<file path="config.mk">
export PLATFORM = sky130hd
export DESIGN_NAME = fire_sensor_fusion_decider
export DESIGN_NICKNAME = d
export VERILOG_FILES = /design/src/fsfd_pkg.sv /design/src/fsfd_div.sv /design/src/fire_sensor_fusion_decider.sv
export SDC_FILE = /design/constraint.sdc
export NUM_CORES = 2
export LEC_CHECK = 0
export ABC_CLOCK_PERIOD_IN_PS = 17750
export BUFFER_PORTS_ARGS = -buffer_cell sky130_fd_sc_hd__buf_2
export CAP_MARGIN = 20
export CORE_MARGIN = 2
export CORE_UTILIZATION = 60
export CTS_CLUSTER_SIZE = 25
export DETAILED_ROUTE_END_ITERATION = 16
export HOLD_SLACK_MARGIN = 0.1
export PLACE_DENSITY_LB_ADDON = 0.12
export SLEW_MARGIN = 5
export SYNTH_ARGS = -nofsm -noshare
export SYNTH_HDL_FRONTEND = slang
export SYNTH_HIERARCHICAL = 1
export SYNTH_SLANG_ARGS = --single-unit
</file>
<file path="constraint.sdc">
create_clock -name clk -period 17.75 [get_ports clk]
set_input_delay 2.6625 -clock clk [delete_from_list [all_inputs] [get_ports clk]]
set_output_delay 2.6625 -clock clk [all_outputs]
set_load 0.03 [all_outputs]
</file>
<file path="src/fsfd_pkg.sv">
// Shared types and constants for the fire sensor fusion decider.
package fsfd_pkg;

	localparam int NumCh     = 5;
	localparam int CountBits = 16;
	localparam logic [14:0] FullScore = 15'd25600;

	typedef enum logic [1:0] {
		EV_NONE    = 2'd0,
		EV_FIRE    = 2'd1,
		EV_RECOVER = 2'd2
	} event_t;

	typedef enum logic [2:0] {
		ST_IDLE,
		ST_RAMP,
		ST_SUM,
		ST_DIV,
		ST_DECIDE,
		ST_OUT
	} state_t;

	localparam logic [2:0] REG_GAS    = 3'd0;
	localparam logic [2:0] REG_SPARK  = 3'd1;
	localparam logic [2:0] REG_TEMP   = 3'd2;
	localparam logic [2:0] REG_HUMI   = 3'd3;
	localparam logic [2:0] REG_IRTEMP = 3'd4;
	localparam logic [2:0] REG_WEIGHT = 3'd5;
	localparam logic [2:0] REG_LIMITS = 3'd6;
	localparam logic [2:0] REG_COUNTS = 3'd7;

	// Divider request and reply between the top level and the serial divider.
	typedef struct packed {
		logic        start;
		logic [30:0] num;
		logic [16:0] den;
	} div_req_t;

	typedef struct packed {
		logic        done;
		logic [30:0] quo;
	} div_rsp_t;

endpackage

</file>
<file path="src/fsfd_div.sv">
// Bit-serial restoring divider, one quotient bit per cycle.
module fsfd_div
	import fsfd_pkg::*;
(
	input  logic     clk,
	input  logic     arst_n,
	input  div_req_t req,
	output div_rsp_t rsp
);

	logic [30:0] quo_q;
	logic [17:0] rem_q;
	logic [16:0] den_q;
	logic [4:0]  cnt_q;
	logic        busy_q;
	logic        done_q;
	logic [17:0] trial;

	assign trial = {rem_q[16:0], quo_q[30]};

	always_ff @(posedge clk or negedge arst_n) begin
		if (!arst_n) begin
			busy_q <= 1'b0;
			done_q <= 1'b0;
			cnt_q  <= '0;
		end else begin
			done_q <= 1'b0;
			if (req.start) begin
				busy_q <= 1'b1;
				cnt_q  <= 5'd30;
			end else if (busy_q) begin
				if (cnt_q == 5'd0) begin
					busy_q <= 1'b0;
					done_q <= 1'b1;
				end
				cnt_q <= cnt_q - 5'd1;
			end
		end
	end

	always_ff @(posedge clk) begin
		if (req.start) begin
			quo_q <= req.num;
			rem_q <= '0;
			den_q <= req.den;
		end else if (busy_q) begin
			if (trial >= {1'b0, den_q}) begin
				rem_q <= trial - {1'b0, den_q};
				quo_q <= {quo_q[29:0], 1'b1};
			end else begin
				rem_q <= trial;
				quo_q <= {quo_q[29:0], 1'b0};
			end
		end
	end

	assign rsp.done = done_q;
	assign rsp.quo  = quo_q;

	a_done_after_busy: assert property (@(posedge clk) disable iff (!arst_n)
		rsp.done |-> $past(busy_q))
		else $error("divider done without a run");

	a_no_start_busy: assert property (@(posedge clk) disable iff (!arst_n)
		$rose(busy_q) |-> $past(req.start))
		else $error("divider started without request");

	a_done_single: assert property (@(posedge clk) disable iff (!arst_n)
		rsp.done |=> !rsp.done)
		else $error("divider done held");

endmodule

</file>
<file path="src/fire_sensor_fusion_decider.sv">
// Fire sensor fusion decider: ramp scoring, weighted fusion and fire state control.
// A scored report passes ST_DECIDE, five ramp steps (each settled at once or by a 31-bit serial
// division), five sum steps, the composite division and ST_OUT; a recover command or frozen
// report goes from ST_DECIDE straight to ST_OUT. One item is handled at a time; the next is
// taken in the cycle after the result beat leaves.
// Reset: arst_n clears the state machine, counters, fire state, configuration and working registers to zero.
module fire_sensor_fusion_decider
	import fsfd_pkg::*;
(
	input  logic        clk,
	input  logic        arst_n,
	input  logic        cfg_we,
	input  logic [2:0]  cfg_index,
	input  logic [63:0] cfg_data,
	input  logic        in_valid,
	output logic        in_stall,
	input  logic        func,
	input  logic [11:0] gas_level,
	input  logic [11:0] spark_level,
	input  logic signed [11:0] air_temp,
	input  logic [10:0] rel_humidity,
	input  logic signed [13:0] surface_temp,
	input  logic        gas_ok,
	input  logic        spark_ok,
	input  logic        climate_ok,
	input  logic        surface_ok,
	input  logic [31:0] report_seq,
	output logic        out_valid,
	input  logic        out_stall,
	output logic [1:0]  event_res,
	output logic        zone_fire,
	output logic [2:0]  cause,
	output logic [31:0] trigger_seq,
	output logic [14:0] composite,
	output logic        composite_valid,
	output logic [15:0] freeze_count,
	output logic        recover_ready
);

	localparam logic [CountBits-1:0] CntMax = '1;

	logic [23:0] gas_b_q, spark_b_q;
	logic [31:0] temp_b_q, humi_b_q, ir_b_q;
	logic [59:0] wgt_q;
	logic [63:0] lim_q;
	logic [47:0] cnt_cfg_q;

	always_ff @(posedge clk or negedge arst_n) begin
		if (!arst_n) begin
			gas_b_q <= '0; spark_b_q <= '0; temp_b_q <= '0; humi_b_q <= '0;
			ir_b_q <= '0; wgt_q <= '0; lim_q <= '0; cnt_cfg_q <= '0;
		end else if (cfg_we) begin
			unique case (cfg_index)
				REG_GAS:    gas_b_q   <= cfg_data[23:0];
				REG_SPARK:  spark_b_q <= cfg_data[23:0];
				REG_TEMP:   temp_b_q  <= cfg_data[31:0];
				REG_HUMI:   humi_b_q  <= cfg_data[31:0];
				REG_IRTEMP: ir_b_q    <= cfg_data[31:0];
				REG_WEIGHT: wgt_q     <= cfg_data[59:0];
				REG_LIMITS: lim_q     <= cfg_data;
				REG_COUNTS: cnt_cfg_q <= cfg_data[47:0];
				default: ;
			endcase
		end
	end

	// captured item
	logic        func_q;
	logic [11:0] gas_lv_q, spark_lv_q;
	logic signed [11:0] air_q;
	logic [10:0] humi_lv_q;
	logic signed [13:0] surf_q;
	logic [4:0]  ok_q;
	logic [31:0] seq_q;

	// decision state
	logic                 fire_q, relaxed_q;
	logic [CountBits-1:0] conf_q, clear_q, frozen_q;
	logic [2:0]           cause_q;
	logic [31:0]          fseq_q;

	// working registers
	state_t      st_q, st_d;
	logic [2:0]  ch_q;
	logic [14:0] sc_q [NumCh];
	logic [28:0] acc_q;
	logic [14:0] comp_q;
	logic        cvalid_q;
	logic        div_wait_q;
	logic [1:0]  ev_q;

	div_req_t dreq;
	div_rsp_t drsp;

	fsfd_div u_div (.clk(clk), .arst_n(arst_n), .req(dreq), .rsp(drsp));

	// ramp of channel ch_q on the captured item
	logic signed [17:0] rv, rlo, rhi, rdist, rspan;
	logic               rdown;
	always_comb begin
		rdown = 1'b0;
		rv = '0; rlo = '0; rhi = '0;
		unique case (ch_q)
			3'd0: begin
				rv = {6'd0, gas_lv_q}; rlo = {6'd0, gas_b_q[11:0]};
				rhi = {6'd0, gas_b_q[23:12]};
			end
			3'd1: begin
				rdown = 1'b1; rv = {6'd0, spark_lv_q};
				rlo = {6'd0, spark_b_q[11:0]}; rhi = {6'd0, spark_b_q[23:12]};
			end
			3'd2: begin
				rv = 18'(air_q); rlo = 18'(signed'(temp_b_q[15:0]));
				rhi = 18'(signed'(temp_b_q[31:16]));
			end
			3'd3: begin
				rdown = 1'b1; rv = {7'd0, humi_lv_q};
				rlo = {2'd0, humi_b_q[15:0]}; rhi = {2'd0, humi_b_q[31:16]};
			end
			3'd4: begin
				rv = 18'(surf_q); rlo = 18'(signed'(ir_b_q[15:0]));
				rhi = 18'(signed'(ir_b_q[31:16]));
			end
			default: ;
		endcase
		rdist = rdown ? rlo - rv : rv - rlo;
		rspan = rdown ? rlo - rhi : rhi - rlo;
	end
	logic r_zero, r_full;
	assign r_zero = rdown ? (rv >= rlo) : (rv <= rlo);
	assign r_full = rdown ? (rv <= rhi) : (rv >= rhi);

	logic [4:0] ok_in;
	assign ok_in = {surface_ok, climate_ok, climate_ok, spark_ok, gas_ok};

	logic [11:0] w_ch;
	assign w_ch = wgt_q[12*ch_q +: 12];

	// valid weight total and surviving weight (same thing)
	logic [14:0] wsum;
	always_comb begin
		wsum = '0;
		for (int i = 0; i < NumCh; i++)
			if (ok_q[i]) wsum = wsum + 15'(wgt_q[12*i +: 12]);
	end
	logic [16:0] wden;
	assign wden = ({2'd0, wsum} < {1'b0, lim_q[63:48]}) ? {1'b0, lim_q[63:48]}
	                                                   : {2'd0, wsum};

	// cause pick, one channel per sum step
	logic [26:0] best_p_q;
	logic [2:0]  best_q;

	// one 15x12 product per sum step
	logic [26:0] prod_now;
	assign prod_now = 27'(sc_q[ch_q]) * 27'(w_ch);

	logic accept;
	assign accept   = in_valid && !in_stall;
	assign in_stall = (st_q != ST_IDLE);

	// channel finished this cycle: settled at once, or its division has come back
	logic ch_done, div_fin;
	assign ch_done = div_wait_q ? drsp.done : (r_zero || r_full || !ok_q[ch_q]);
	assign div_fin = div_wait_q ? drsp.done : (wden == '0);

	// freeze handling in FIRE: scoring goes ahead unless frozen
	logic [CountBits-1:0] frz_inc;
	logic                 go_now;
	assign frz_inc = (frozen_q == CntMax) ? frozen_q : frozen_q + 1'b1;
	assign go_now  = (&ok_q)
	              || !(frz_inc < cnt_cfg_q[47:32] || {1'b0, wsum} < lim_q[63:48]);

	always_comb begin
		st_d = st_q;
		unique case (st_q)
			ST_IDLE:   if (accept) st_d = ST_DECIDE;
			ST_RAMP:   if (ch_q == 3'(NumCh - 1) && ch_done) st_d = ST_SUM;
			ST_SUM:    if (ch_q == 3'(NumCh - 1)) st_d = ST_DIV;
			ST_DIV:    if (div_fin) st_d = ST_OUT;
			ST_DECIDE: st_d = (!func_q && (!fire_q || go_now)) ? ST_RAMP : ST_OUT;
			ST_OUT:    if (!out_stall) st_d = ST_IDLE;
			default:   st_d = ST_IDLE;
		endcase
	end

	// ST_DECIDE is the pre-step (recover command and freeze handling); the final decision is taken on
	// leaving ST_DIV.
	always_comb begin
		dreq.start = 1'b0;
		dreq.num   = '0;
		dreq.den   = '0;
		if (st_q == ST_RAMP && !div_wait_q && ok_q[ch_q] && !r_zero && !r_full) begin
			dreq.start = 1'b1;
			dreq.num   = 31'(rdist[16:0]) * 31'(FullScore);
			dreq.den   = rspan[16:0];
		end else if (st_q == ST_DIV && !div_wait_q && wden != '0) begin
			dreq.start = 1'b1;
			dreq.num   = {2'd0, acc_q};
			dreq.den   = wden;
		end
	end

	logic        isf;
	logic [14:0] comp_n;
	assign comp_n = (wden == '0) ? '0 : drsp.quo[14:0];
	assign isf = ({1'b0, sc_q[1]} >= lim_q[31:16] && {1'b0, sc_q[4]} >= lim_q[47:32])
	          || ({1'b0, comp_n} >= lim_q[15:0]);

	logic [CountBits-1:0] conf_inc, conf_nx, clear_nx;
	assign conf_inc = (conf_q == CntMax) ? conf_q : conf_q + 1'b1;
	assign conf_nx  = isf ? conf_inc : '0;

	always_ff @(posedge clk or negedge arst_n) begin
		if (!arst_n) begin
			st_q <= ST_IDLE; ch_q <= '0; div_wait_q <= 1'b0;
			fire_q <= 1'b0; relaxed_q <= 1'b0; conf_q <= '0; clear_q <= '0;
			frozen_q <= '0; cause_q <= '0; fseq_q <= '0; ev_q <= EV_NONE;
			comp_q <= '0; cvalid_q <= 1'b0; acc_q <= '0;
			best_p_q <= '0; best_q <= '0;
			for (int i = 0; i < NumCh; i++) sc_q[i] <= '0;
		end else begin
			st_q <= st_d;
			unique case (st_q)
				ST_IDLE: if (accept) begin
					ev_q <= EV_NONE; comp_q <= '0; cvalid_q <= 1'b0;
				end
				ST_DECIDE: begin
					ch_q <= '0; div_wait_q <= 1'b0; acc_q <= '0;
					if (func_q) begin
						if (fire_q) begin
							fire_q <= 1'b0; clear_q <= '0; frozen_q <= '0;
							relaxed_q <= 1'b0; ev_q <= EV_RECOVER;
						end
					end else if (fire_q) begin
						if (&ok_q) begin
							frozen_q <= '0; relaxed_q <= 1'b0;
						end else begin
							frozen_q <= frz_inc;
							if (go_now && !relaxed_q) begin
								relaxed_q <= 1'b1; clear_q <= '0;
							end
						end
					end
				end
				ST_RAMP: begin
					if (!div_wait_q) begin
						if (r_zero || r_full || !ok_q[ch_q]) begin
							sc_q[ch_q] <= (!ok_q[ch_q] || r_zero) ? '0 : FullScore;
							if (ch_q != 3'(NumCh - 1)) ch_q <= ch_q + 1'b1;
							else ch_q <= '0;
						end else div_wait_q <= 1'b1;
					end else if (drsp.done) begin
						sc_q[ch_q] <= drsp.quo[14:0];
						div_wait_q <= 1'b0;
						ch_q <= (ch_q != 3'(NumCh - 1)) ? ch_q + 1'b1 : '0;
					end
					best_p_q <= '0; best_q <= '0;
				end
				ST_SUM: begin
					if (ch_q == 3'd0 || prod_now > best_p_q) begin
						best_p_q <= prod_now; best_q <= ch_q;
					end
					acc_q <= acc_q + 29'(prod_now);
					ch_q <= (ch_q != 3'(NumCh - 1)) ? ch_q + 1'b1 : '0;
				end
				ST_DIV: begin
					if (!div_wait_q && wden != '0) div_wait_q <= 1'b1;
					if (div_fin) begin
						div_wait_q <= 1'b0;
						comp_q <= comp_n; cvalid_q <= 1'b1;
						if (!fire_q) begin
							if (conf_nx >= cnt_cfg_q[15:0]) begin
								cause_q <= best_q + 3'd1; fire_q <= 1'b1; fseq_q <= seq_q;
								conf_q <= '0; clear_q <= '0; frozen_q <= '0;
								relaxed_q <= 1'b0; ev_q <= EV_FIRE;
							end else conf_q <= conf_nx;
						end else begin
							clear_q <= clear_nx;
						end
					end
				end
				default: ;
			endcase
		end
	end

	always_comb begin
		logic [CountBits:0] cn;
		cn = isf ? '0 : {1'b0, clear_q} + 1'b1;
		clear_nx = (cn > {1'b0, cnt_cfg_q[31:16]}) ? cnt_cfg_q[31:16] : cn[CountBits-1:0];
	end

	always_ff @(posedge clk) begin
		if (accept) begin
			func_q <= func; gas_lv_q <= gas_level; spark_lv_q <= spark_level;
			air_q <= air_temp; humi_lv_q <= rel_humidity; surf_q <= surface_temp;
			ok_q <= ok_in; seq_q <= report_seq;
		end
	end

	assign out_valid       = (st_q == ST_OUT);
	assign event_res       = ev_q;
	assign zone_fire       = fire_q;
	assign cause           = cause_q;
	assign trigger_seq     = fseq_q;
	assign composite       = comp_q;
	assign composite_valid = cvalid_q;
	assign freeze_count    = frozen_q;
	assign recover_ready   = fire_q && (clear_q >= cnt_cfg_q[31:16]);

	a_busy_stall: assert property (@(posedge clk) disable iff (!arst_n)
		out_valid |-> in_stall)
		else $error("input taken while a result waits");

	a_fire_event: assert property (@(posedge clk) disable iff (!arst_n)
		(out_valid && event_res == EV_FIRE) |-> zone_fire)
		else $error("fire event without fire state");

	a_rec_event: assert property (@(posedge clk) disable iff (!arst_n)
		(out_valid && event_res == EV_RECOVER) |-> !zone_fire && !composite_valid)
		else $error("recover result malformed");

	a_comp_range: assert property (@(posedge clk) disable iff (!arst_n)
		out_valid |-> composite <= FullScore)
		else $error("composite out of range");

endmodule

</file>
; ---- Yosys cells after proc, flatten, opt, wreduce, memory -nomap -nowiden
; Cells that the tools add are included.
[word_totals]
regBits = 731
[classes]
eq_ne = 37
n_reduce_logical = 70
addsub = 16
shifts = 1
mul = 3
n_bitwise = 2
muxes = 115
n_lt_le_gt_ge = 18
[op_table]
columns = operator, n
row1 = 16-bit two-way mux, 19
row2 = 18-bit case mux with 5 select lines, 3
row3 = 75-bit two-way mux, 3
row4 = 15-bit two-way mux, 11
row5 = 75-bit bitwise mux, 2
row6 = 49-bit two-way mux, 2
row7 = 17-bit subtractor, 5
row8 = 17-bit two-way mux, 4
row9 = 16-bit case mux with 2 select lines, 2
row10 = 31-bit two-way mux, 2
row11 = 15-bit by 12-bit adder with 15-bit output, 4
row12 = 60-bit by 8-bit indexed part select with 12-bit output, 1
row13 = 29-bit case mux with 2 select lines, 1
row14 = 27-bit case mux with 2 select lines, 1
row15 = 15-bit by 16-bit greater-or-equal comparator with 1-bit output, 3
row16 = 15-bit binary-select mux with 3-bit select, 1
row17 = 15-bit demux with 3-bit select, 1
row18 = 18-bit greater-or-equal comparator, 2
row19 = 18-bit less-or-equal comparator, 2
row20 = 3-bit two-way mux, 11
row21 = "16-bit by 1-bit adder with 16-bit output, second input constant", 2
row22 = "16-bit == test, second input constant", 2
row23 = 16-bit greater-or-equal comparator, 2
row24 = 15-bit by 16-bit less-than comparator with 1-bit output, 2
row25 = other kinds (53), 174

; ---- Logic depth before layout (Yosys ltp)
[depth]
ltp_word = 21
ltp_mapped = 78
mapped_depth_nobuf = 69

; ---- Cells and area by module
; Netlist, hierarchy kept.
[modules_own_cells]
columns = mod, area_each_um2, cells_per_inst, seq_area_each_um2, instances
row1 = fire_sensor_fusion_decider, 46741.1, 4577, 16956.3, 1
row2 = fsfd_div, 3861.2, 339, 1956.9, 1

; ---- Worst setup path before layout
; Ideal clock, no wire load.
[synth_path]
kind = register to register
startpoint = reg ok_q[0]
endpoint = reg fseq_q[17], in the netlist trigger_seq[17]
slack_ns = 4.379
arrival_ns = 13.244
synth_period_minus_slack_ns = 13.371
required_ns = 17.622
path_stages_with_launch = 74
cell_sequence = edfxtp_1 > buf_4 > buf_2 > clkbuf_1 > and2_1 > ha_1 > fa_1 > a21oi_1 > o22ai_1 > o21a_1 > nor3_1 > xnor2_1 > ha_1 > o21a_1 > o31a_1 > nor3_1 > nor2_1 > a21o_1 > (+38 left out) > or2_2 > clkbuf_1 > clkbuf_1 > nand2_1 > ha_1 > nand2b_1 > a21o_1 > a21o_1 > a21o_1 > a21o_1 > a2111oi_0 > o31a_1 > o21ai_0 > and2_1 > o211ai_1 > buf_2 > buf_2 > mux2_1
[synth_between]
elab_chain_cells = 18
elab_cells_between_ends = 19
cone_classes = add/sub: 4 / order compare: 3 / mux: 9 / reduce/logical: 3
[synth_lines]
columns = item, line_no
row1 = from (decl), fire_sensor_fusion_decider.sv:73  ; logic [4:0] ok_q;
row2 = from (signal assigned), fire_sensor_fusion_decider.sv:298  ; ok_q <= ok_in; seq_q <= report_seq;
row3 = 12-bit two-way mux (*), fire_sensor_fusion_decider.sv:144  ; if (ok_q[i]) wsum = wsum + 15'(wgt_q[12*i +: 12]);
row4 = 15-bit by 12-bit adder with 15-bit output, fire_sensor_fusion_decider.sv:144
row5 = 15-bit two-way mux (*), fire_sensor_fusion_decider.sv:144
row6 = 15-bit by 12-bit adder with 15-bit output, fire_sensor_fusion_decider.sv:144
row7 = 15-bit two-way mux (*), fire_sensor_fusion_decider.sv:144
row8 = 15-bit by 12-bit adder with 15-bit output, fire_sensor_fusion_decider.sv:144
row9 = 15-bit two-way mux (*), fire_sensor_fusion_decider.sv:144
row10 = 15-bit by 12-bit adder with 15-bit output, fire_sensor_fusion_decider.sv:144
row11 = (+2 left out), -
row12 = 16-bit two-way mux (*), fire_sensor_fusion_decider.sv:147  ; assign wden = ({2'd0, wsum} < {1'b0, lim_q[63:48]}) ? {1'b0, lim_q[63:48]}
row13 = 17-bit zero test (*), "fire_sensor_fusion_decider.sv:165, fire_sensor_fusion_decider.sv:206"
row14 = 15-bit two-way mux, fire_sensor_fusion_decider.sv:206  ; assign comp_n = (wden == '0) ? '0 : drsp.quo[14:0];
row15 = 15-bit by 16-bit greater-or-equal comparator with 1-bit output, fire_sensor_fusion_decider.sv:208  ; || ({1'b0, comp_n} >= lim_q[15:0]);
row16 = 1-bit logical OR, fire_sensor_fusion_decider.sv:208
row17 = 16-bit two-way mux, fire_sensor_fusion_decider.sv:212  ; assign conf_nx = isf ? conf_inc : '0;
row18 = 16-bit greater-or-equal comparator, fire_sensor_fusion_decider.sv:273  ; if (conf_nx >= cnt_cfg_q[15:0]) begin
row19 = 4-bit AND reduction (no line) (*), -
row20 = to (signal assigned), fire_sensor_fusion_decider.sv:218  ; frozen_q <= '0; cause_q <= '0; fseq_q <= '0; ev_q <= EV_NONE;
row21 = to (signal assigned), fire_sensor_fusion_decider.sv:274  ; cause_q <= best_q + 3'd1; fire_q <= 1'b1; fseq_q <= seq_q;
row22 = to (decl), fire_sensor_fusion_decider.sv:80  ; logic [31:0] fseq_q;
; Every way passes the cells marked *; elsewhere a longest branch is shown, timed or not.
; A chain may end at the register's enable or synchronous reset.

; ---- Worst setup path after layout
[layout_path]
startpoint = reg ok_q[0]
endpoint = reg clear_q[7]
[layout_between]
elab_chain_cells = 21
elab_cells_between_ends = 35
cone_classes = add/sub: 4 / order compare: 5 / eq/ne: 4 / mux: 14 / reduce/logical: 8
[layout_lines]
columns = item, line_no
row1 = 12-bit two-way mux, fire_sensor_fusion_decider.sv:144
row2 = 15-bit by 12-bit adder with 15-bit output, fire_sensor_fusion_decider.sv:144
row3 = 15-bit two-way mux, fire_sensor_fusion_decider.sv:144
row4 = 15-bit by 12-bit adder with 15-bit output, fire_sensor_fusion_decider.sv:144
row5 = 15-bit two-way mux, fire_sensor_fusion_decider.sv:144
row6 = 15-bit by 12-bit adder with 15-bit output, fire_sensor_fusion_decider.sv:144
row7 = 15-bit two-way mux, fire_sensor_fusion_decider.sv:144
row8 = 15-bit by 12-bit adder with 15-bit output, fire_sensor_fusion_decider.sv:144
row9 = (+5 left out), -
row10 = 15-bit by 16-bit greater-or-equal comparator with 1-bit output, fire_sensor_fusion_decider.sv:208
row11 = 1-bit logical OR, fire_sensor_fusion_decider.sv:208
row12 = 17-bit two-way mux, fire_sensor_fusion_decider.sv:290  ; cn = isf ? '0 : {1'b0, clear_q} + 1'b1;
row13 = 17-bit by 16-bit greater-than comparator with 1-bit output, fire_sensor_fusion_decider.sv:291  ; clear_nx = (cn > {1'b0, cnt_cfg_q[31:16]}) ? cnt_cfg_q[31:16] : cn[CountBits-1:0];
row14 = 16-bit two-way mux, fire_sensor_fusion_decider.sv:291
row15 = 16-bit two-way mux, fire_sensor_fusion_decider.sv:272  ; if (!fire_q) begin
row16 = 16-bit two-way mux, fire_sensor_fusion_decider.sv:269  ; if (div_fin) begin
row17 = 16-bit case mux with 2 select lines, fire_sensor_fusion_decider.sv:224  ; unique case (st_q)
row18 = to (signal assigned), fire_sensor_fusion_decider.sv:279  ; clear_q <= clear_nx;
row19 = to (decl), fire_sensor_fusion_decider.sv:78  ; logic [CountBits-1:0] conf_q, clear_q, frozen_q;
; Several ways; a longest one is shown, not always the timed one. The select of a mux whose other input is x is not followed.

==> out/results.ini <==
[critical_path]
timing.critical_path.slowest_stage_cell = sky130_fd_sc_hd__edfxtp_1
timing.critical_path.arrival_ns = 16.82
timing.reg2reg.setup_slack_ns = 1.54
cp.required_ns = 18.36
cpMostUsedCell = sky130_fd_sc_hd__o21a_1
critical_path_depth = 69
rr_startpoint = ok_q[0]
setup.worst_path.class = reg2reg
buffer_and_inverter_count_on_the_worst_path = 2
endpoint_kind = flop
critical-path-max-stage-delay_ns = 0.72
setup.worst_path.start_class = flop
timing.reg2reg.worst_path_depth = 69
timing.rr.end = clear_q[7]
path_max_fanout = 36
cpLargestDelayFamily = compound AO/OA/AOI/OAI gates

[status]
run_status = finished, final reports clean

[yosys]
register_area_share_after_synthesis_pct = 37.4
synthAdderAreaFrac_pct = 17.2
syn-mean-instance-area_um2 = 10.3
netlist-cell-type-count = 101
synthMuxAreaShare_pct = 13.3
synth_compound_gate_area_share_pct = 12.4
synth_edf_count = 146
synth_simple_gate_area_share_pct = 11.3
main_combinational_cell_family_by_area_after_synthesis = adder cells
syn-instance-count = 4916
ys_dominant_reg_cell = sky130_fd_sc_hd__dfrtp_1
syn-num-nets = 5690
ys_ff_latch = 730
synthesized_cell_area_um2 = 50600
ys_warn_count = 6
async_flop_share_pct = 77.7
synth_xor_xnor_area_share_pct = 3.08

[drt]
route.final.wire_length_mm = 147
top_layer = met5
met2RoutedLength_mm = 66.2
ant_nets = 0
detail_route.wl_per_cell_um = 23.5
met3RoutedLength_mm = 9.95
initialDrtViolationCount = 3143
drt-pass1-iter-count = 8
detail_route.drc_violations = 0
drt-met1-wl_mm = 64.4
num_vias = 38285
via_per_inst = 6.14

[placement]
placedCellCount = 6079
place_congestion = 0.959
port_buffers = 242
place_hpwl_mm = 110

[sta]
slew_viol_final = 0
finalWorstPathRequiredPeriod_ns = 16.21
hold_viol_final = 0
max_clock_freq_mhz = 61.7
setup_viol = 0
worst_clock_skew_ns = 0.0763
rsz0062_at_grt = no
setup_tns_ns = 0
slew_headroom_pct = 21.3
slew_at_the_pin_closest_to_its_max_slew_limit_ns = 1.18
fin_crit_sh_pct = 91.3

[clocking]
clock_insertion_delay_worst_skew_ns = 0.69
clock_sinks = 730
clockBufferDepth = 3
path_clk_slew_ns = 0.06
cts.repair_timing.setup_buffer_count = 0
tritoncts = done
cts_hold_buf = 0
post_cts.resized_instances = 0
h_tree_level_count = 3
cts-buffers-inserted = 82
clk_tree_root_cell = sky130_fd_sc_hd__clkbuf_16

[global_route]
largest_net_degree_at_the_start_of_global_routing = 175
grt_antenna_before_repair = 9
grt.total_usage_pct = 34.2
globalRouteOverflowTotal = 0
grt_pass1_vias = 37801
grt_first_pass_wirelength_mm = 226

[floorplan]
floorplan.die.width_um = 294
design.die.area_um2 = 86700
initial_core_util_pct = 60.6
floorplan.io_pins = 243
core_um2 = 83600
num_rows = 106
dieHeight_um = 294

[worst_hold_path]
source_of_the_worst_hold_timing_path = seq_q[22]
worst_hold_check_path_type = reg2reg
worstHoldEndpoint = trigger_seq[22]
worstHoldPathCells = 1

[cells_and_area]
final_cell_mix = sky130_fd_sc_hd__dfrtp_1, sky130_fd_sc_hd__inv_1, sky130_fd_sc_hd__mux2_2
area_growth_pct = 10.3
layout.cells.most_common = sky130_fd_sc_hd__dfrtp_1
final_layout_size_suffix_gt1_share_pct = 19.5
num-nets-final = 5859
utilization_pct = 66.8
non_filler_instances = 6238
fill_cells = 6569

[flow_run]
drv_cap = 0

[state kept, by name, summed over array words and instances, names as in the netlist, 24 cells and up]
register and count:
lim_q 64, sc_q 75, temp_b_q 32, acc_q 29, seq_q 32, ir_b_q 32, humi_b_q 32, spark_b_q 24
wgt_q 60, cnt_cfg_q 48, trigger_seq 32, best_p_q 27, u_div/quo_q 31, gas_b_q 24
[area by class of cell]
type	count	area, µm²	area share, %
well taps	1080	1350	2.42
clock inverters	28	437	0.783
flip-flops and latches	730	18900	33.9
diodes	4	10.0	0.0179
inverters	498	1870	3.35
multi-input cells	3473	29100	52.1
repair buffers	300	1690	3.03
clock buffers	125	2460	4.40
[how the worst max path moves through the flow]
stage / start / endpoint / slack, ns
6_report: ok_q[0] / clear_q[7] / 1.54
5_1_grt: ok_q[0] / clear_q[11] / 0.13
4_1_cts: ok_q[0] / clear_q[7] / 1.33
3_5_place_dp: ok_q[0] / clear_q[7] / 1.51
3_3_place_gp: ok_q[0] / clear_q[11] / 1.60
2_1_floorplan: ok_q[0] / trigger_seq[17] / 4.38
[metrics by stage]
stage	cell area [µm²]	hold WS [ns]	worst slack, ns
final	55800	0.460	1.54
after CTS	55800	0.462	1.33
after global routing	55800	0.476	0.132
after detailed placement	52900	0.445	1.51
after global placement	52900	0.434	1.60
after floorplan	50600	0.432	4.38
[logic make-up after synthesis]
| group | after synthesis |
|---|---|
| AND/OR/NAND/NOR | 1201 |
| flip-flops | 730 |
| buffers and inverters | 713 |
| AO/OA/AOI/OAI | 916 |
| multiplexers | 573 |
| adder cells (fa/ha/maj) | 605 |
| XOR/XNOR | 178 |
[per-layer routing]
metal  global-route usage [%]  up-vias
met5                        0        -
met4                     12.6        4
met3                     5.59      270
met2                     53.4     1323
met1                     48.1    19043
li1                         -    17645
[cells in the mapped netlist, drive strengths merged, types with 33 or more instances]
cell    count  area, µm²
clkbuf    180        678
and3       33        206
a21o       99        743
a211oi     43        323
mux2i      42        420
ha        452       5660
nand2b     42        263
nor2      256        961
nand4      59        369
nand3      59        295
fa        152       3040
a22oi      42        315
inv       496       1860
buf        35        175
nor3       73        370
xor2       61        534
o21a       40        300
and2       65        407
dfrtp     567      14200
o21ai     190        955
xnor2     117       1020
nor2b      73        457
a22o       70        613
nand2     452       1700
mux2      505       5720
edfxtp    146       4380
a21oi     190        966
Power is not shown: default switching activity piles up to over one toggle a cycle in this logic, so the estimate is an artifact.
